File: src/rtl/stt_pkg.sv
// ----------------------------------------------------------------------------
// stt_pkg
// Shared types and constants for the source text tokenizer: scanner modes,
// token kinds, the emitter states, the per-request plan and character codes.
// ----------------------------------------------------------------------------
package stt_pkg;

  // Sizing.
  localparam int unsigned MAX_TOKEN_LEN_DEF = 32;
  localparam int unsigned RES_LIMIT         = 33;
  localparam int unsigned RES_CMP_W         = 7;
  localparam int unsigned IDX_W             = 5;
  localparam int unsigned LINE_W            = 16;

  localparam logic [LINE_W-1:0] LINE_FIRST = 16'd1;
  localparam logic [LINE_W-1:0] LINE_MAX   = 16'hFFFF;

  // Input action codes.
  localparam logic ACT_CHAR  = 1'b0;
  localparam logic ACT_FLUSH = 1'b1;

  // Scanner modes.
  typedef enum logic [3:0] {
    M_WS    = 4'd0,
    M_IDENT = 4'd1,
    M_INT   = 4'd2,
    M_DBL   = 4'd3,
    M_PDBL  = 4'd4,
    M_STR   = 4'd5,
    M_ESC   = 4'd6,
    M_PCOM  = 4'd7,
    M_COM   = 4'd8
  } mode_t;

  // Token kinds as they appear on the result channel.
  typedef enum logic [2:0] {
    K_IDENT = 3'd0,
    K_INT   = 3'd1,
    K_DBL   = 3'd2,
    K_STR   = 3'd3,
    K_OP    = 3'd4,
    K_ERR   = 3'd5
  } kind_t;

  // Result emitter states.
  typedef enum logic [1:0] {
    E_IDLE,
    E_PRIME,
    E_TOKEN,
    E_EXTRA
  } emit_state_t;

  // What one request does, as decided by the scanner decoder.
  typedef struct packed {
    logic       emit;        // read out the buffered token
    kind_t      emit_kind;
    logic       extra;       // one single-byte result after any token
    kind_t      extra_kind;
    logic       wr_en;       // append a byte to the text buffer
    logic [7:0] wr_byte;
    logic       count_clr;   // token closed or dropped before the append
    mode_t      mode_nxt;
    logic       line_inc;
    logic       halt_set;
    logic       flush;
  } stt_plan_t;

  // Character codes.
  localparam logic [7:0] CH_TAB    = 8'h09;
  localparam logic [7:0] CH_LF     = 8'h0A;
  localparam logic [7:0] CH_CR     = 8'h0D;
  localparam logic [7:0] CH_SPACE  = 8'h20;
  localparam logic [7:0] CH_QUOTE  = 8'h22;
  localparam logic [7:0] CH_LPAREN = 8'h28;
  localparam logic [7:0] CH_RPAREN = 8'h29;
  localparam logic [7:0] CH_COMMA  = 8'h2C;
  localparam logic [7:0] CH_MINUS  = 8'h2D;
  localparam logic [7:0] CH_DOT    = 8'h2E;
  localparam logic [7:0] CH_SLASH  = 8'h2F;
  localparam logic [7:0] CH_0      = 8'h30;
  localparam logic [7:0] CH_9      = 8'h39;
  localparam logic [7:0] CH_SEMI   = 8'h3B;
  localparam logic [7:0] CH_EQ     = 8'h3D;
  localparam logic [7:0] CH_BSLASH = 8'h5C;
  localparam logic [7:0] CH_N      = 8'h6E;
  localparam logic [7:0] CH_R      = 8'h72;
  localparam logic [7:0] CH_T      = 8'h74;
  localparam logic [7:0] CH_LBRACE = 8'h7B;
  localparam logic [7:0] CH_RBRACE = 8'h7D;

endpackage

File: src/rtl/source_text_tokenizer.sv
// ----------------------------------------------------------------------------
// source_text_tokenizer
// Character-at-a-time lexical scanner. Token text is kept in a synchronous
// text buffer memory and read out byte by byte when the token closes.
// ----------------------------------------------------------------------------
// A request is accepted only while the emitter is idle. One that closes no token is done on
// acceptance, apart from a trailing operator or error result. One that closes a token is
// accepted, the emitter primes the text buffer read, then sends one byte a cycle from its
// registered read port while the output register is free, then any trailing result.
// Results leave through an output register. Synchronous active-low reset returns
// to whitespace mode, line 1, empty token; buffer contents are not cleared.
module source_text_tokenizer import stt_pkg::*; #(
  parameter int unsigned MAX_TOKEN_LEN = MAX_TOKEN_LEN_DEF
) (
  input  logic                clk,
  input  logic                rst_n,
  input  logic                in_valid,
  output logic                in_ready,
  input  logic                in_action,
  input  logic [7:0]          in_char_code,
  output logic                out_valid,
  input  logic                out_ready,
  output logic [2:0]          out_token_kind,
  output logic [LINE_W-1:0]   out_line_number,
  output logic [7:0]          out_text_byte,
  output logic [IDX_W-1:0]    out_byte_index,
  output logic                out_text_empty,
  output logic                out_truncated,
  output logic                out_token_end,
  output logic                out_last
);

  localparam int unsigned CW = $clog2(MAX_TOKEN_LEN + 1);
  localparam int unsigned AW = $clog2(MAX_TOKEN_LEN);

  // Scanner state.
  mode_t             mode_r, mode_nxt;
  logic [CW-1:0]     count_r, count_nxt;
  logic              ovf_r, ovf_nxt;
  logic [LINE_W-1:0] line_r, line_nxt;
  logic              halt_r, halt_nxt;

  // Emitter state.
  emit_state_t       state_r, state_nxt;
  logic [CW-1:0]     em_count_r;
  kind_t             em_kind_r;
  logic              em_trunc_r;
  logic [LINE_W-1:0] em_line_r;
  logic              extra_r;
  kind_t             xkind_r;
  logic [7:0]        xbyte_r;
  logic [CW-1:0]     rd_idx_r;
  logic              pend_wr_r;
  logic [AW-1:0]     pend_addr_r;
  logic [7:0]        pend_byte_r;

  // Text buffer.
  logic [7:0]        text_mem [MAX_TOKEN_LEN];
  logic [7:0]        rdata_r;
  logic [AW-1:0]     raddr;
  logic              mem_we;
  logic [AW-1:0]     mem_waddr;
  logic [7:0]        mem_wdata;

  // Output register.
  logic              out_valid_r;
  kind_t             out_kind_r;
  logic [LINE_W-1:0] out_line_r;
  logic [7:0]        out_byte_r;
  logic [IDX_W-1:0]  out_idx_r;
  logic              out_empty_r;
  logic              out_trunc_r;
  logic              out_end_r;
  logic              out_last_r;

  // Control.
  stt_plan_t         plan;
  logic              acc;
  logic              slot_free;
  logic              load_tok;
  logic              load_extra;
  logic [CW-1:0]     rd_inc;
  logic              tok_empty;
  logic              is_final;
  logic              at_cap;
  logic              tok_done;
  logic              go_extra;
  logic              pend_commit;
  logic [CW-1:0]     base;
  logic              ovf_base;
  logic              room;
  logic              app_ok;

  // Scanner decision for the offered request.
  stt_decode u_decode (
    .mode_i   (mode_r),
    .single_i (count_r == CW'(1)),
    .halted_i (halt_r),
    .action_i (in_action),
    .char_i   (in_char_code),
    .plan_o   (plan)
  );

  assign acc = in_valid && in_ready;

  // Append position and next scanner state.
  always_comb begin
    base     = plan.count_clr ? '0 : count_r;
    ovf_base = plan.count_clr ? 1'b0 : ovf_r;
    room     = (base < CW'(MAX_TOKEN_LEN));
    app_ok   = plan.wr_en && room;

    if (plan.flush) begin
      mode_nxt  = M_WS;
      count_nxt = '0;
      ovf_nxt   = 1'b0;
      line_nxt  = LINE_FIRST;
      halt_nxt  = 1'b0;
    end else begin
      mode_nxt  = plan.mode_nxt;
      count_nxt = app_ok ? base + CW'(1) : base;
      ovf_nxt   = (plan.wr_en && !room) ? 1'b1 : ovf_base;
      line_nxt  = (plan.line_inc && line_r != LINE_MAX) ? line_r + LINE_W'(1) : line_r;
      halt_nxt  = halt_r || plan.halt_set;
    end
  end

  always_ff @(posedge clk) begin
    if (!rst_n) begin
      mode_r  <= M_WS;
      count_r <= '0;
      ovf_r   <= 1'b0;
      line_r  <= LINE_FIRST;
      halt_r  <= 1'b0;
    end else if (acc) begin
      mode_r  <= mode_nxt;
      count_r <= count_nxt;
      ovf_r   <= ovf_nxt;
      line_r  <= line_nxt;
      halt_r  <= halt_nxt;
    end
  end

  // Token read-out indexing and result limit.
  always_comb begin
    rd_inc    = rd_idx_r + CW'(1);
    tok_empty = (em_count_r == '0);
    is_final  = tok_empty || (rd_inc == em_count_r);
    at_cap    = (RES_CMP_W'(rd_idx_r) == RES_CMP_W'(RES_LIMIT - 1));
    tok_done  = is_final || at_cap;
    go_extra  = extra_r && !at_cap;
  end

  // Emitter next state.
  always_comb begin
    state_nxt = state_r;
    unique case (state_r)
      E_IDLE: begin
        if (acc) begin
          if (plan.emit) begin
            state_nxt = E_PRIME;
          end else if (plan.extra) begin
            state_nxt = E_EXTRA;
          end
        end
      end
      E_PRIME: state_nxt = E_TOKEN;
      E_TOKEN: begin
        if (load_tok && tok_done) begin
          state_nxt = go_extra ? E_EXTRA : E_IDLE;
        end
      end
      E_EXTRA: begin
        if (slot_free) begin
          state_nxt = E_IDLE;
        end
      end
      default: state_nxt = E_IDLE;
    endcase
  end

  // Emitter outputs: handshake, loads and buffer port control.
  always_comb begin
    slot_free   = !out_valid_r || out_ready;
    in_ready    = (state_r == E_IDLE);
    load_tok    = (state_r == E_TOKEN) && slot_free;
    load_extra  = (state_r == E_EXTRA) && slot_free;
    raddr       = (load_tok && !tok_done) ? rd_inc[AW-1:0] : rd_idx_r[AW-1:0];
    pend_commit = pend_wr_r && load_tok && tok_done;
    mem_we      = (acc && app_ok && !plan.emit) || pend_commit;
    mem_waddr   = pend_commit ? pend_addr_r : base[AW-1:0];
    mem_wdata   = pend_commit ? pend_byte_r : plan.wr_byte;
  end

  always_ff @(posedge clk) begin
    if (!rst_n) begin
      state_r   <= E_IDLE;
      pend_wr_r <= 1'b0;
    end else begin
      state_r <= state_nxt;
      if (acc) begin
        pend_wr_r <= plan.emit && app_ok;
      end else if (pend_commit) begin
        pend_wr_r <= 1'b0;
      end
    end
  end

  // Token description captured with the request; the append waits if the
  // old token must be read out first.
  always_ff @(posedge clk) begin
    if (acc) begin
      em_count_r  <= count_r;
      em_kind_r   <= plan.emit_kind;
      em_trunc_r  <= ovf_r;
      em_line_r   <= line_r;
      extra_r     <= plan.extra;
      xkind_r     <= plan.extra_kind;
      xbyte_r     <= in_char_code;
      pend_addr_r <= base[AW-1:0];
      pend_byte_r <= plan.wr_byte;
      rd_idx_r    <= '0;
    end else if (load_tok && !tok_done) begin
      rd_idx_r <= rd_inc;
    end
  end

  // Text buffer memory with registered read.
  always_ff @(posedge clk) begin
    if (mem_we) begin
      text_mem[mem_waddr] <= mem_wdata;
    end
    rdata_r <= text_mem[raddr];
  end

  // Output register.
  always_ff @(posedge clk) begin
    if (!rst_n) begin
      out_valid_r <= 1'b0;
    end else if (load_tok || load_extra) begin
      out_valid_r <= 1'b1;
    end else if (out_ready) begin
      out_valid_r <= 1'b0;
    end
  end

  always_ff @(posedge clk) begin
    if (load_tok) begin
      out_kind_r  <= em_kind_r;
      out_line_r  <= em_line_r;
      out_byte_r  <= tok_empty ? 8'h00 : rdata_r;
      out_idx_r   <= IDX_W'(rd_idx_r);
      out_empty_r <= tok_empty;
      out_trunc_r <= em_trunc_r;
      out_end_r   <= is_final;
      out_last_r  <= at_cap || (is_final && !extra_r);
    end else if (load_extra) begin
      out_kind_r  <= xkind_r;
      out_line_r  <= em_line_r;
      out_byte_r  <= xbyte_r;
      out_idx_r   <= '0;
      out_empty_r <= 1'b0;
      out_trunc_r <= 1'b0;
      out_end_r   <= 1'b1;
      out_last_r  <= 1'b1;
    end
  end

  assign out_valid       = out_valid_r;
  assign out_token_kind  = out_kind_r;
  assign out_line_number = out_line_r;
  assign out_text_byte   = out_byte_r;
  assign out_byte_index  = out_idx_r;
  assign out_text_empty  = out_empty_r;
  assign out_truncated   = out_trunc_r;
  assign out_token_end   = out_end_r;
  assign out_last        = out_last_r;

  // Whitespace mode never holds buffered text.
  a_ws_empty: assert property (@(posedge clk) disable iff (!rst_n)
    (mode_r == M_WS) |-> (count_r == '0))
    else $error("whitespace mode with buffered text");

  // After an unknown escape the scanner sits in whitespace mode.
  a_halt_ws: assert property (@(posedge clk) disable iff (!rst_n)
    halt_r |-> (mode_r == M_WS))
    else $error("halted scanner not in whitespace mode");

  // Read-out never runs past the captured token length.
  a_rd_bound: assert property (@(posedge clk) disable iff (!rst_n)
    (state_r == E_TOKEN && em_count_r != '0) |-> (rd_idx_r < em_count_r))
    else $error("token read index beyond token length");

  // A deferred append is written before the next request is taken.
  a_pend_block: assert property (@(posedge clk) disable iff (!rst_n)
    pend_wr_r |-> !in_ready)
    else $error("request accepted with a buffer write pending");

  // The single trailing result always ends the request.
  a_extra_ends: assert property (@(posedge clk) disable iff (!rst_n)
    load_extra |=> (state_r == E_IDLE))
    else $error("emitter busy after trailing result");

endmodule

File: src/rtl/stt_decode.sv
// ----------------------------------------------------------------------------
// stt_decode
// Scanner decoder. From the current mode and one request it decides whether
// the open token closes, whether an operator or error result follows, what
// byte is appended to the text buffer and the next scanner mode.
// ----------------------------------------------------------------------------
module stt_decode import stt_pkg::*; (
  input  mode_t       mode_i,
  input  logic        single_i,   // exactly one byte buffered
  input  logic        halted_i,
  input  logic        action_i,
  input  logic [7:0]  char_i,
  output stt_plan_t   plan_o
);

  // Modes that hold a token which is emitted when it closes.
  function automatic logic closes(input mode_t m);
    logic r;
    case (m)
      M_IDENT, M_INT, M_DBL, M_PDBL, M_STR, M_ESC, M_PCOM: r = 1'b1;
      default:                                              r = 1'b0;
    endcase
    return r;
  endfunction

  // Token kind of an open token. A lone dot is an operator.
  function automatic kind_t kind_of(input mode_t m, input logic single);
    kind_t k;
    case (m)
      M_IDENT:      k = K_IDENT;
      M_INT:        k = K_INT;
      M_DBL:        k = K_DBL;
      M_PDBL:       k = single ? K_OP : K_DBL;
      M_STR, M_ESC: k = K_STR;
      default:      k = K_OP;
    endcase
    return k;
  endfunction

  mode_t      mp;
  mode_t      mode_new;
  logic       pre_end;
  logic       end_req;
  logic       clr_req;
  logic       op_req;
  logic       err_req;
  logic       app_req;
  logic       line_req;
  logic [7:0] app_byte;

  always_comb begin
    mp       = mode_i;
    mode_new = mode_i;
    pre_end  = 1'b0;
    end_req  = 1'b0;
    clr_req  = 1'b0;
    op_req   = 1'b0;
    err_req  = 1'b0;
    app_req  = 1'b0;
    line_req = 1'b0;
    app_byte = char_i;

    if (action_i == ACT_FLUSH) begin
      mode_new = M_WS;
    end else if (!halted_i) begin
      if (mode_i == M_ESC) begin
        // Escape translation; anything unknown halts the scanner.
        case (char_i)
          CH_N: begin
            app_req  = 1'b1;
            app_byte = CH_LF;
            mode_new = M_STR;
          end
          CH_R: begin
            app_req  = 1'b1;
            app_byte = CH_CR;
            mode_new = M_STR;
          end
          CH_T: begin
            app_req  = 1'b1;
            app_byte = CH_TAB;
            mode_new = M_STR;
          end
          CH_BSLASH: begin
            app_req  = 1'b1;
            app_byte = CH_BSLASH;
            mode_new = M_STR;
          end
          default: begin
            err_req  = 1'b1;
            clr_req  = 1'b1;
            mode_new = M_WS;
          end
        endcase
      end else if (mode_i == M_COM) begin
        // A comment runs to the end of the line.
        if (char_i == CH_LF || char_i == CH_CR) begin
          clr_req  = 1'b1;
          line_req = 1'b1;
          mode_new = M_WS;
        end
      end else begin
        // A lone slash closes as an operator and the byte is scanned again.
        if (mode_i == M_PCOM && char_i != CH_SLASH) begin
          pre_end = 1'b1;
          mp      = M_WS;
        end
        mode_new = mp;

        case (char_i) inside
          [CH_0:CH_9]: begin
            if (mp == M_WS) begin
              mode_new = M_INT;
            end else if (mp == M_PDBL) begin
              mode_new = M_DBL;
            end
            app_req = 1'b1;
          end
          CH_DOT: begin
            if (mp == M_WS) begin
              mode_new = M_PDBL;
              app_req  = 1'b1;
            end else if (mp == M_INT) begin
              mode_new = M_DBL;
              app_req  = 1'b1;
            end else if (mp == M_STR) begin
              app_req = 1'b1;
            end else begin
              end_req  = 1'b1;
              op_req   = 1'b1;
              mode_new = M_WS;
            end
          end
          CH_LBRACE, CH_RBRACE, CH_LPAREN, CH_RPAREN,
          CH_EQ, CH_MINUS, CH_SEMI, CH_COMMA: begin
            if (mp == M_STR) begin
              app_req = 1'b1;
            end else begin
              end_req  = 1'b1;
              op_req   = 1'b1;
              mode_new = M_WS;
            end
          end
          CH_SPACE, CH_TAB: begin
            if (mp == M_STR) begin
              app_req = 1'b1;
            end else begin
              end_req  = 1'b1;
              mode_new = M_WS;
            end
          end
          CH_LF, CH_CR: begin
            end_req  = 1'b1;
            line_req = 1'b1;
            mode_new = M_WS;
          end
          CH_QUOTE: begin
            end_req  = 1'b1;
            mode_new = (mp == M_STR) ? M_WS : M_STR;
          end
          CH_BSLASH: begin
            if (mp == M_STR) begin
              mode_new = M_ESC;
            end else begin
              end_req  = 1'b1;
              op_req   = 1'b1;
              mode_new = M_WS;
            end
          end
          CH_SLASH: begin
            if (mp == M_STR) begin
              app_req = 1'b1;
            end else if (mp == M_PCOM) begin
              clr_req  = 1'b1;
              mode_new = M_COM;
            end else begin
              end_req  = 1'b1;
              app_req  = 1'b1;
              mode_new = M_PCOM;
            end
          end
          default: begin
            if (mp == M_WS || mp == M_INT || mp == M_DBL) begin
              end_req  = 1'b1;
              mode_new = M_IDENT;
            end
            app_req = 1'b1;
          end
        endcase
      end
    end

    // Assemble the plan.
    if (action_i == ACT_FLUSH) begin
      plan_o.emit = !halted_i && closes(mode_i);
    end else begin
      plan_o.emit = pre_end || (end_req && closes(mp));
    end
    plan_o.emit_kind  = kind_of(mode_i, single_i);
    plan_o.extra      = op_req || err_req;
    plan_o.extra_kind = err_req ? K_ERR : K_OP;
    plan_o.wr_en      = app_req;
    plan_o.wr_byte    = app_byte;
    plan_o.count_clr  = pre_end || end_req || clr_req;
    plan_o.mode_nxt   = mode_new;
    plan_o.line_inc   = line_req;
    plan_o.halt_set   = err_req;
    plan_o.flush      = (action_i == ACT_FLUSH);
  end

endmodule
File: config.mk
export PLATFORM = sky130hd
export DESIGN_NAME = source_text_tokenizer
export DESIGN_NICKNAME = d
export VERILOG_FILES = /design/src/rtl/stt_pkg.sv /design/src/rtl/source_text_tokenizer.sv /design/src/rtl/stt_decode.sv
export SDC_FILE = /design/constraint.sdc
export NUM_CORES = 1
export LEC_CHECK = 0
export ABC_AREA = 1
export BUFFER_PORTS_ARGS = -buffer_cell sky130_fd_sc_hd__buf_2
export CAP_MARGIN = 20
export CORE_ASPECT_RATIO = 1.75
export CORE_MARGIN = 4
export CORE_UTILIZATION = 60
export CTS_BUF_LIST = sky130_fd_sc_hd__clkbuf_4 sky130_fd_sc_hd__clkbuf_8
export DETAILED_ROUTE_END_ITERATION = 10
export PLACE_DENSITY = 0.77
export SETUP_SLACK_MARGIN = 0.1
export SYNTH_ARGS = -nofsm -noshare
export SYNTH_HDL_FRONTEND = slang
export SYNTH_SLANG_ARGS = --single-unit
File: constraint.sdc
create_clock -name clk -period 3.95 [get_ports clk]
set_input_delay 0.395 -clock clk [delete_from_list [all_inputs] [get_ports clk]]
set_output_delay 0.395 -clock clk [all_outputs]
set_load 0.05 [all_outputs]
Word-level counts from Yosys, hierarchy flattened
Memory sizes are Yosys's and may differ from the RTL's. A register that Yosys moved wholly into a read port is not among the register bits. Index checks and enable logic that the tools add are counted. Widths: inputs -> output; s select.

Memories kept: 1. Logic and storage cells: 309. Output and inout port bits: 38. Register bits after elaboration: 125. Bits in writable memories: 256.

Memories: text_mem (words 32, bits a word 8, rd ports 1, clocked after memory_dff 1, write ports 1, RTL line source_text_tokenizer.sv:58) `logic [7:0] text_mem [MAX_TOKEN_LEN];`.

Add/subtract/negate cells: 3. $lt $le $gt $ge: 3. Equal/unequal tests: 53. Reduce and logical (&&, ||, !) cells: 59. Mux-type cells: 164.

Operators with widths (count): $mux 4 (30); $mux 1 (101); $eq 8x6->1 const B (10); $mux 16 (4); $mux 8 (7); $eq 8x7->1 const B (6); $eq 4x3->1 const B (11); $pmux 8 s4 (1); $eq 4x2->1 const B (6); $eq 8x4->1 const B (3); $mux 5 (4); $logic_and 1x1->1 (19); $mux 3 (6); $mux 6 (3); $add 16x1->16 const B (1); $ne 16x16->1 const B (1); $pmux 3 s5 (1); $logic_or 1x1->1 (14); $reduce_or 7->1 (2); $add 6x1->6 const B (2); $mux 2 (6); $eq 4x1->1 const B (2); $ge 8x6->1 const B (1); $le 8x6->1 const B (1); other kinds (25) (40).

Longest topological paths before layout
Gate-level depths: netlist (run 1).

Word-level depth: 33. Gate-level depth with buffers: 23. Gate-level depth less buffers: 23.

By module
A second synthesis (run 1) with hierarchy kept.

Cell total of the unflattened synthesis: 1879. Area total of the unflattened synthesis: 17755.8 um^2.

Modules (own cells, without submodules): source_text_tokenizer (cells an instance 1639, instances 1, area each 16619.7 um^2, sequential area each 11220.8 um^2); stt_decode (cells an instance 240, instances 1, area each 1136.1 um^2, sequential area each 0.0 um^2).

Worst setup path after synthesis (run 1)
No wires, ideal clock.

Kind: flip-flop to flip-flop. Start point: register state_r[1]. End point: register mode_r[1]. Slack: -0.042 ns. Cell stages (with the launch flop): 11. Required time: 3.880 ns. Data arrival time: 3.922 ns. Buffers on the path: 1. Clock period less this slack: 3.992 ns. Cell sequence: dfxtp_1 > nor2_1 > nand2_1 > inv_1 > clkbuf_1 > a31oi_1 > inv_1 > nand4_1 > a21oi_1 > o31ai_1 > a21oi_1.

Longest elaborated chain between the ends: 3.

Ends and longest elaborated chain: start, declared (RTL line source_text_tokenizer.sv:44) `emit_state_t state_r, state_nxt;`; start signal, assigned (RTL line source_text_tokenizer.sv:200) `state_r <= state_nxt;`; $logic_not 2->1 (RTL line source_text_tokenizer.sv:185) `in_ready = (state_r == E_IDLE);`; named net in_ready (RTL line source_text_tokenizer.sv:18) `output logic in_ready,`; $logic_and 1x1->1 (RTL line source_text_tokenizer.sv:104) `assign acc = in_valid && in_ready;`; named net acc (RTL line source_text_tokenizer.sv:78) `logic acc;`; $reduce_and 3->1 (no source line); end signal, assigned (RTL line source_text_tokenizer.sv:136) `mode_r <= mode_nxt;`; end, declared (RTL line source_text_tokenizer.sv:37) `mode_t mode_r, mode_nxt;`.

The timed path passes the listed nets, and every way through them passes these cells. A chain may end at the register's enable or synchronous reset.

Worst setup path after layout (run 1)
Start point: register mode_r[1]. End point: memory text_mem[25][0] (enable).

Longest elaborated chain between the ends: 33. Elaborated cells between the ends (all ways): 107. Those cells by class: 1 x order compare; 19 x eq/ne; 71 x mux; 16 x reduce/logical.

Ends and longest elaborated chain: $eq 4x3->1 (RTL line stt_decode.sv:19, stt_decode.sv:104); $logic_and 1x1->1 (RTL line stt_decode.sv:104) `if (mode_i == M_PCOM && char_i != CH_SLASH) begin`; $mux 4 (RTL line stt_decode.sv:104); $mux 4 (RTL line stt_decode.sv:95) `end else if (mode_i == M_COM) begin`; $mux 4 (RTL line stt_decode.sv:66) `if (mode_i == M_ESC) begin`; $mux 4 (RTL line stt_decode.sv:65) `end else if (!halted_i) begin`; $mux 4 (RTL line stt_decode.sv:63) `if (action_i == ACT_FLUSH) begin`; $eq 4x2->1 or $logic_not 4->1 (tied branches) (RTL line stt_decode.sv:123, stt_decode.sv:183, stt_decode.sv:120); [15 not listed]; $logic_or 1x1->1 (2 in series) (RTL line stt_decode.sv:204) `plan_o.count_clr = pre_end || end_req || clr_req;`; $mux 6 (RTL line source_text_tokenizer.sv:108) `base = plan.count_clr ? '0 : count_r;`; $lt 6x6->1 (RTL line source_text_tokenizer.sv:110) `room = (base < CW'(MAX_TOKEN_LEN));`; $logic_and 1x1->1 (RTL line source_text_tokenizer.sv:111) `app_ok = plan.wr_en && room;`; $logic_and 1x1->1 (2 in series) (RTL line source_text_tokenizer.sv:190) `mem_we = (acc && app_ok && !plan.emit) || pend_commit;`; $logic_or 1x1->1 (RTL line source_text_tokenizer.sv:190); $mux 1 (RTL line source_text_tokenizer.sv:230) `if (mem_we) begin`; $mux 1 (not written as such) (RTL line source_text_tokenizer.sv:231) `text_mem[mem_waddr] <= mem_wdata;`; end, declared (RTL line source_text_tokenizer.sv:58).

Parallel ways exist; a longest one is shown, timed or not. The select of a mux whose other input is x is not followed.

==> results of run 1 <==
## layout by cell type (no fill, tap or decap), types with 3 or more instances in the layout
master / count
dfxtp_1: 46
clkinv_2: 12
edfxtp_1: 341
clkbuf_4: 5
bufinv_16: 10
o21ai_0: 34
nor2_2: 18
nand3_4: 5
clkinv_1: 11
o21ai_2: 6
buf_4: 47
nand3_1: 270
nand3b_1: 58
ha_1: 4
nand2_1: 390
nor2_1: 104
clkinvlp_4: 3
clkbuf_8: 53
nand4_1: 9
inv_2: 15
o211ai_1: 3
nor3_1: 14
nor2_4: 5
o21ai_1: 7
xor2_1: 6
o22ai_1: 4
a21oi_1: 35
nand2_4: 5
inv_1: 275
buf_2: 50
nand2_2: 8
## flip-flops by register name, summed over array words and instances, names as in the netlist, 2 cells and up
register,count
text_mem,256
em_line_r,16
line_r,16
out_line_number,16
out_text_byte,8
pend_byte_r,8
rdata_r,8
xbyte_r,8
count_r,6
em_count_r,6
rd_idx_r,6
out_byte_index,5
pend_addr_r,5
mode_r,4
em_kind_r,3
out_token_kind,3
state_r,2
## cells by family (layout without fill, tap and decap cells)
| group | Yosys count | after routing | share of synthesized area, % |
|---|---|---|---|
| and+or+nand+nor | 901 | 901 | 24.1 |
| DFF | 387 | 387 | 63.5 |
| buffers and inverters | 358 | 485 | 7.98 |
| AOI/OAI and AO/OA | 110 | 110 | 3.69 |
| xor gates and xnor gates | 9 | 9 | 0.449 |
| adders and majority gates | 4 | 4 | 0.285 |
## worst max path at each step
stage	cells past startpoint	endpoint	slack, ns	startpoint
finish	20	text_mem[25][0]	0.28	mode_r[1]
global placement	20	text_mem[25][6]	0.34	in_char_code[7]
floorplan	11	text_mem[0][7]	0.57	rd_idx_r[0]
CTS	20	text_mem[8][4]	0.28	mode_r[1]
global route	15	text_mem[1][6]	0.07	rd_idx_r[0]
detailed placement	20	text_mem[22][2]	0.24	in_char_code[7]
## power by group
group / total (uW) / switching, uW / leakage (uW) / internal, uW
combinational: 5540 / 4040 / 0.00396 / 1500
clock: 3470 / 1500 / 0.000617 / 1970
sequential: 5020 / 151 / 0.00349 / 4870
## area by class of cell
type | instances | area (um^2)
clock inverter | 37 | 438
clock buffer | 58 | 767
fill | 2205 | 9050
tap | 378 | 473
timing repair buffer | 99 | 643
multi-input combinational | 1024 | 5100
inverter | 291 | 1090
sequential | 387 | 11200
## critical path: cells and delay by family, from the launching register on
kind            cells  cell delay (ns)
compound gates      1             0.28
buf+inv             2             0.12
flops               1             0.54
simple gates       17             2.34
## cells in the mapped netlist, types with 3 or more instances
library cell  instances
nand3_2               3
nand3b_1             58
clkbuf_1             25
o21ai_1               8
buf_2                28
inv_1               276
nand4_1               9
buf_4                 6
nand2_4               5
ha_1                  4
xor2_1                7
o211ai_1              3
nand2_2               8
o21ai_2               5
buf_1                 8
a21oi_1              35
inv_2                14
nor2_4                4
nand3_4               4
o22ai_1               4
nor3_1               14
o21ai_0              35
nand2_1             391
nor2_2                9
nor2_1              114
edfxtp_1            341
nand3_1             270
a31oi_1               3
dfxtp_1              46
## routing by layer
| metal | wire length (um) | part of all wire (%) |
|---|---|---|
| met1 | 14600 | 33 |
| met2 | 24500 | 55 |
| met3 | 2350 | 5.3 |
| met4 | 2820 | 6.4 |
| met5 | 0 | 0 |
## per-stage QoR
step / power (uW) / util [%] / setup WS, ns
after floorplan: 8790 / - / 0.574
after global placement: 10500 / 64.2 / 0.339
after detailed placement: 10500 / 64.2 / 0.244
after CTS: 14000 / 68.4 / 0.277
after global routing: 14700 / 68.5 / 0.0725
final: 14000 / 68.5 / 0.281
## what timing repair did
item,in CTS,in global routing
resized for setup,0,11
endpoints found under the setup margin,0,145
hold endpoints to repair,0,0
==> reports/results.ini, run 1 <==
[power]
leakage_uw = 0.00806
vdd_ir_drop_max_mv = 0.620
power_density_nw_per_um2 = 713

[worst_setup_path]
rr_worst_depth = 20
crit_chain = nand2_1 -> nor2_4 -> nand2_4 -> nand2_2 -> nand3_2 -> nand3_1 -> nand2_1 -> nand2_1 -> nand2_1 -> nand2_2 -> nand2_2 -> nand2_4 -> inv_2 -> nand2_4 -> nand2_4 -> nor2_4 -> inv_2 -> o21ai_4 -> nand3_4 -> nor2_1
startpoint_type = flip-flop
crit_required_ns = 4.18
crit_type = reg2reg
critPathSlowestCell = nor2_1
slowest_delay_ns = 0.57
rr_endpoint = text_mem[25][0]
r2r_setup_slack_ns = 0.28
arrival_ns = 3.90
end_kind = flip-flop
r2r-start = mode_r[1]
path_max_fanout = 8

[place]
hpwl_mm = 29.9
gp_congestion = 0.995
io_buffers = 50
placedCellCount = 2179
placed_cell_area_um2 = 18400

[drt]
num_vias = 12693
drc = 0
drt-total-wl_mm = 44.3
wire_per_inst_um = 19.5
drtAntennaViolNets = 0
drt_iter0_markers = 966
dr.pass1.iters = 6
vias_per_cell = 5.58

[sta]
fmax_ghz = 0.273
finalHoldViolCount = 0
rsz0062_at_grt = true
setup_tns_ns = 0
relSlewSlack_pct = 45.5
fin_crit_sh_pct = 92.9
fin_skew_ns = 0.0212
slew_violations = 0
fin_crit_ns = 3.67
tightest_slew_ns = 0.812
holdWs_ns = 0.0249
setup_viol = 0

[floorplanning]
dieHeight_um = 234
core-area_um2 = 28700
die_w_um = 137
die_area_um2 = 32200
rows = 82
start_util_pct = 61.2
io_pins = 51

[synthesis]
postSynthCellCount = 1769
ys_warn_count = 0
avgSynthCellArea_um2 = 9.93
synth.area.top_cells = edfxtp_1 58%, nand2_1 8.4%, nand3_1 7.7%
synth_area_um2 = 17600
ys.flop_type = edfxtp_1
synth_edf_count = 341
synthesis.nets = 1786
ys_async_sr_fraction_pct = 0
synth-seq-cells = 387
ys_seq_area_share_pct = 63.5
synth_top_area_share_pct = 58.3
yosysTopAreaCell = edfxtp_1
synth_cell_types = 55

[clock_network]
path_clk_slew_ns = 0.07
numCtsBuffers = 51
htreeDepth = 2
cts_max_path_buffers = 3
ctsHoldBuffers = 0
root_buffer = clkbuf_8
clock_latency_ns = 0.61
postCtsSetupBuffers = 0
cts_tree = yes
clkSinkCount = 387

[global_routing]
top_usage_layer = met2
grt_overflow = 0
grt_use_total_pct = 28.2
use_met2_pct = 53.2
use_met1_pct = 29.2
grt_max_degree = 63
use_met3_pct = 3.63
antenna_found_initial = 0
grt_pass1_wl_mm = 67.9
grt_pass1_vias = 12625

[worst_hold_path]
whs_path_depth = 1
whs_endpoint = xbyte_r[5]
hp-class = in2reg
hp-start = in_char_code[5]

[layout]
syn_to_final_growth_pct = 12.0
final_cell_area_um2 = 19700
final_net_count = 1871
drive_gt1_share_pct = 13.8
diodes = 0
final-instance-count-excl-fill = 2274

[flow_run]
drv_cap = 0

[status]
status = completed

(Power assumes the default switching activity.)
==> inputs of run 2 (changes only) <==
Settings changed: CELL_PAD_IN_SITES_DETAIL_PLACEMENT set to 0, CELL_PAD_IN_SITES_GLOBAL_PLACEMENT set to 1, CORE_UTILIZATION 60 to 51, PLACE_DENSITY 0.77 to not set, PLACE_DENSITY_LB_ADDON set to 0.1.
==> reports/results.ini, run 2 (same netlist as run 1, synthesis figures left out) <==
[place]
post-place-ws_ns = 0.339  ; +0.0948 ns
io_buffers = 50  ; unchanged
placed_cell_area_um2 = 18700  ; +1.3%
gp_congestion = 0.915  ; -8.0%
hpwl_mm = 31.6  ; +5.8%

[layout]
layout_commonest_cell = nand2_1
fillCellCount = 3008  ; +36%
syn_to_final_growth_pct = 12.8
final_cell_area_um2 = 19800  ; +0.70%
multi_input_area_um2 = 5080  ; -0.44%
largest_reg_flops = 256  ; unchanged
final_net_count = 1889  ; +0.96%
regMostFlops = text_mem
final_cell_mix = 390 x nand2_1, 341 x edfxtp_1, 275 x inv_1
seqCellArea_um2 = 11200  ; unchanged
drive_gt1_share_pct = 14.2  ; +0.39 points
final_core_util_pct = 58.5  ; -10 points

[global_routing]
grt_pass1_wl_mm = 70.2  ; +3.4%
antenna_found_initial = 1  ; +1
grt_overflow = 0  ; unchanged
grt_max_degree = 66  ; +4.8%
grt_use_total_pct = 24.8  ; -3.4 points
grt_pass1_vias = 12548  ; -0.61%

[clock_network]
numCtsBuffers = 52  ; +2.0%
cts_tree = yes
htreeDepth = 2  ; unchanged
path_clk_slew_ns = 0.07  ; about the same
cts_resized = 0  ; unchanged
ctsHoldBuffers = 0  ; unchanged
clock_latency_ns = 0.60  ; about the same
postCtsSetupBuffers = 0  ; unchanged
root_buffer = clkbuf_8
clkSinkCount = 387  ; unchanged
cts_max_path_buffers = 3  ; unchanged

[drt]
drt_iter0_markers = 702  ; -27%
num_vias = 12454  ; -1.9%
drtAntennaViolNets = 0  ; unchanged
wire_per_inst_um = 19.6  ; +0.54%
drc = 0  ; unchanged
vias_per_cell = 5.25  ; -5.9%
drt-total-wl_mm = 46.4  ; +4.8%
dr.pass1.iters = 5  ; -1

[floorplanning]
die_area_um2 = 37600  ; +17%
rows = 89  ; +8.5%
io_pins = 51  ; unchanged
dieHeight_um = 254  ; +8.2%
core-area_um2 = 33900  ; +18%
start_util_pct = 51.9  ; -9.3 points
die_w_um = 148  ; +8.0%

[worst_setup_path]
slowest_delay_ns = 0.45  ; -0.12 ns
startpoint_type = flip-flop
end_kind = flip-flop
crit_top_cell = nand2_1
rr_worst_depth = 18  ; -10%
path_max_fanout = 30  ; +22
crit_type = reg2reg
crit_required_ns = 4.48  ; +0.30 ns
critPathSlowestCell = buf_4
arrival_ns = 3.96  ; +0.06 ns
crit_chain = ha_1 -> nand3_1 -> xor2_1 -> nand2_1 -> nand3_1 -> nor2_1 -> nand2_1 -> nand4_4 -> nand2_1 -> o21ai_4 -> inv_2 -> buf_4 -> nand3_1 -> nand3_1 -> nand3_1 -> nand2_1 -> nand2_1 -> nand2_1

[sta]
relSlewSlack_pct = 37.9  ; -7.7 points
setup_tns_ns = 0  ; unchanged
fin_skew_ns = 0.0247  ; +0.00348 ns
finalHoldViolCount = 0  ; unchanged
slew_violations = 0  ; unchanged
rsz0062_at_grt = false
fmax_ghz = 0.291  ; +6.9%
fin_crit_sh_pct = 86.9  ; -6.0 points
tightest_slew_ns = 0.920  ; +0.108 ns
fin_crit_ns = 3.43  ; -0.237 ns
fin_ws_ns = 0.518  ; +0.237 ns
setup_viol = 0  ; unchanged

[power]
leakage_uw = 0.00812  ; +0.79%
power_density_nw_per_um2 = 700  ; -1.8%
vdd_ir_drop_max_mv = 0.562  ; -9.4%

[worst_hold_path]
whs_path_depth = 1  ; unchanged
hp-class = in2reg

[status]
status = completed

[flow_run]
drv_cap = 0  ; unchanged

==> run 2: area by class of cell <==
| class | count | area share (%) |
|---|---|---|
| flip-flops and latches | 387 | 56.3 |
| multi-input cells | 1024 | 25.6 |
| inverters | 291 | 5.51 |
| clock buffers | 66 | 4.24 |
| repair buffers | 116 | 3.89 |
| well taps | 455 | 2.87 |
| clock inverters | 30 | 1.51 |
| diodes | 1 | 0.0126 |
==> run 2: final timing paths <==
| kind | startpoint | slack, ns | to |
|---|---|---|---|
| worst max-delay path | rd_idx_r[1] | 0.52 | rdata_r[6] |
| worst min-delay path | in_char_code[5] | 0.04 | xbyte_r[5] |
| worst max register to register | rd_idx_r[1] | 0.52 | rdata_r[6] |
| worst min register to register | em_line_r[12] | 0.42 | out_line_number[12] |
==> run 2: metal layers <==
metal  part of all wire (%)  up-vias  wire, um  track usage, %
met3                    4.0      125      1860            2.85
met5                      0        -         0               0
li1                       -     6080         -               -
met1                     34     5908     16000            25.6
met4                    5.9        0      2720            14.3
met2                     56      341     25800            47.7
==> run 2: report_power, final <==
part | switching, uW | total, uW | internal [uW]
clock network | 1480 | 3280 | 1800
registers | 146 | 5020 | 4870
logic | 4070 | 5580 | 1510
==> run 2: per-stage QoR <==
step | hold WS (ns) | instances | total power, uW
after floorplan | 0.400 | 1769 | 8790
after global placement | 0.403 | 2273 | 10700
after detailed placement | 0.405 | 2273 | 10700
after CTS | 0.0112 | 2369 | 14000
after global routing | 0.0281 | 2370 | 14700
final | 0.0412 | 2370 | 13900
==> run 2: critical path, delay by kind of cell (launching register included) <==
family,cells,cell delay [ns]
adder cells (fa/ha/maj),1,0.22
AO/OA/AOI/OAI,1,0.07
AND/OR/NAND/NOR,13,1.59
XOR/XNOR,1,0.20
buffers and inverters,2,0.84
flip-flops,1,0.39
==> inputs of run 3 (changes only) <==
Settings changed: GPL_TIMING_DRIVEN set to 0.
==> reports/results.ini, run 3 (same netlist as run 1, synthesis figures left out) <==
[global_routing]
grt_pass1_wl_mm = 74.0  ; +5.3%
grt_pass1_vias = 12762  ; +1.7%
grt_use_total_pct = 26.4  ; +1.6 points
grt_max_degree = 33  ; -50%
grt_overflow = 0  ; unchanged
antenna_found_initial = 0  ; -1

[sta]
slew_violations = 0  ; unchanged
fmax_ghz = 0.265  ; -8.9%
relSlewSlack_pct = 29.8  ; -8.1 points
fin_crit_sh_pct = 95.4  ; +8.5 points
setup_viol = 0  ; unchanged
finalHoldViolCount = 0  ; unchanged
setup_tns_ns = 0  ; unchanged
rsz0062_at_grt = true
fin_crit_ns = 3.77  ; +0.336 ns
holdWs_ns = 0.0363  ; -0.00489 ns
tightest_slew_ns = 1.05  ; +0.126 ns
fin_skew_ns = 0.0243  ; -0.000389 ns

[power]
p_sw_uw = 6170  ; +8.4%
switching_share_pct = 42.8  ; +1.7 points
seqPwrFrac_pct = 34.6  ; -1.6 points
power.total_uw = 14400  ; +4.0%
p_comb_share_pct = 42.3  ; +2.1 points
p_int_uw = 8260  ; +1.0%
vdd_ir_drop_max_mv = 0.554  ; -1.4%
power_density_nw_per_um2 = 722  ; +3.2%
pwr-share-clk_pct = 23.1  ; -0.5 points
leakage_uw = 0.00808  ; -0.46%

[clock_network]
htreeDepth = 2  ; unchanged
cts_max_path_buffers = 3  ; unchanged
clkSinkCount = 387  ; unchanged
ctsHoldBuffers = 0  ; unchanged
numCtsBuffers = 53  ; +1.9%
path_clk_slew_ns = 0.07  ; about the same
clock_latency_ns = 0.61  ; about the same
root_buffer = clkbuf_8
cts_tree = yes

[place]
io_buffers = 50  ; unchanged
gp_congestion = 1.00  ; +9.4%
hpwl_mm = 36.5  ; +15%
placed_cell_area_um2 = 18600  ; -0.17%

[floorplanning]
start_util_pct = 51.9  ; unchanged
dieHeight_um = 254  ; unchanged
die_area_um2 = 37600  ; unchanged
rows = 89  ; unchanged
core-area_um2 = 33900  ; unchanged
die_w_um = 148  ; unchanged
io_pins = 51  ; unchanged

[layout]
syn_to_final_growth_pct = 13.7
largest_reg_flops = 256  ; unchanged
final_core_util_pct = 59.0  ; +0.48 points
drive_gt1_share_pct = 14.7  ; +0.57 points
regMostFlops = text_mem
fillCellCount = 3036  ; +0.93%
final_cell_mix = 390 x nand2_1, 341 x edfxtp_1, 276 x inv_1
final_net_count = 1901  ; +0.64%
layout_commonest_cell = nand2_1
final_cell_area_um2 = 20000  ; +0.81%

[worst_setup_path]
startpoint_type = flip-flop
crit_required_ns = 4.18  ; -0.30 ns
crit_type = reg2reg
arrival_ns = 4.00  ; +0.04 ns
path_max_fanout = 9  ; -70%
end_kind = flip-flop

[drt]
drc = 0  ; unchanged
drtAntennaViolNets = 0  ; unchanged
vias_per_cell = 5.34  ; +1.6%
dr.pass1.iters = 5  ; unchanged
wire_per_inst_um = 20.7  ; +5.8%
drt_iter0_markers = 723  ; +3.0%
drt-total-wl_mm = 49.4  ; +6.4%
num_vias = 12730  ; +2.2%

[status]
status = completed

[worst_hold_path]
hp-class = in2reg

[flow_run]
drv_cap = 0  ; unchanged

## run 3: area by class of cell
class                      count  area (um^2)  share of cell area (%)
timing repair buffer          60          510                    2.56
sequential                   387        11200                    55.9
antenna                        1         2.50                  0.0125
clock buffer                  71          890                    4.45
multi-input combinational   1024         5170                    25.9
buffer                        67          312                    1.56
tap                          455          569                    2.85
clock inverter                28          267                    1.33
inverter                     291         1090                    5.47
## run 3: repair_timing
item	in CTS	in global routing
pin swaps	0	1
setup endpoints to repair	240	259
buffers inserted	0	1
resized for setup	26	18
## run 3: power groups by stage
stage,Sequential (uW),Clock (uW),Combinational (uW)
final,5000,3340,6100
after global routing,5020,3570,6540
after CTS,5000,3390,6070
after detailed placement,5080,0,6030
after global placement,5100,0,5940
after floorplan,5300,0,3490
## run 3: metal layers
layer / global-route usage (%) / part of all wire, % / vias up
met5: 0 / 0 / -
met4: 14.5 / 6.0 / 0
met1: 26.8 / 34 / 6060
met2: 51.3 / 56 / 401
li1: - / - / 6134
met3: 3.41 / 4.6 / 135
## run 3: path summary, 6_finish.rpt
kind,slack [ns],to,cells after the start,start
setup / recovery,0.18,text_mem[15][1],15,rd_idx_r[0]
hold / removal,0.04,xbyte_r[0],1,in_char_code[0]
setup reg to reg,0.18,text_mem[15][1],15,rd_idx_r[0]
hold reg to reg,0.42,out_line_number[6],0,em_line_r[6]
## run 3: critical path, cell delays in order (launching register included)
cell and delay, ns:
dfxtp_1 0.34, buf_2 0.19, inv_1 0.11, ha_1 0.33, xnor2_1 0.16, nand4_1 0.10, nor2_1 0.16, a21boi_1 0.15
nand2_1 0.16, nand3_2 0.20, inv_2 0.25, nand2_1 0.08, a21boi_2 0.20, inv_1 0.18, nand3_4 0.25, nor2_2 0.51
## run 3: through the flow
step	cells	setup WS (ns)
after floorplan	1769	0.574
after global placement	2274	-2.73
after detailed placement	2282	-0.106
after CTS	2381	-0.0546
after global routing	2383	-0.0497
final	2384	0.182
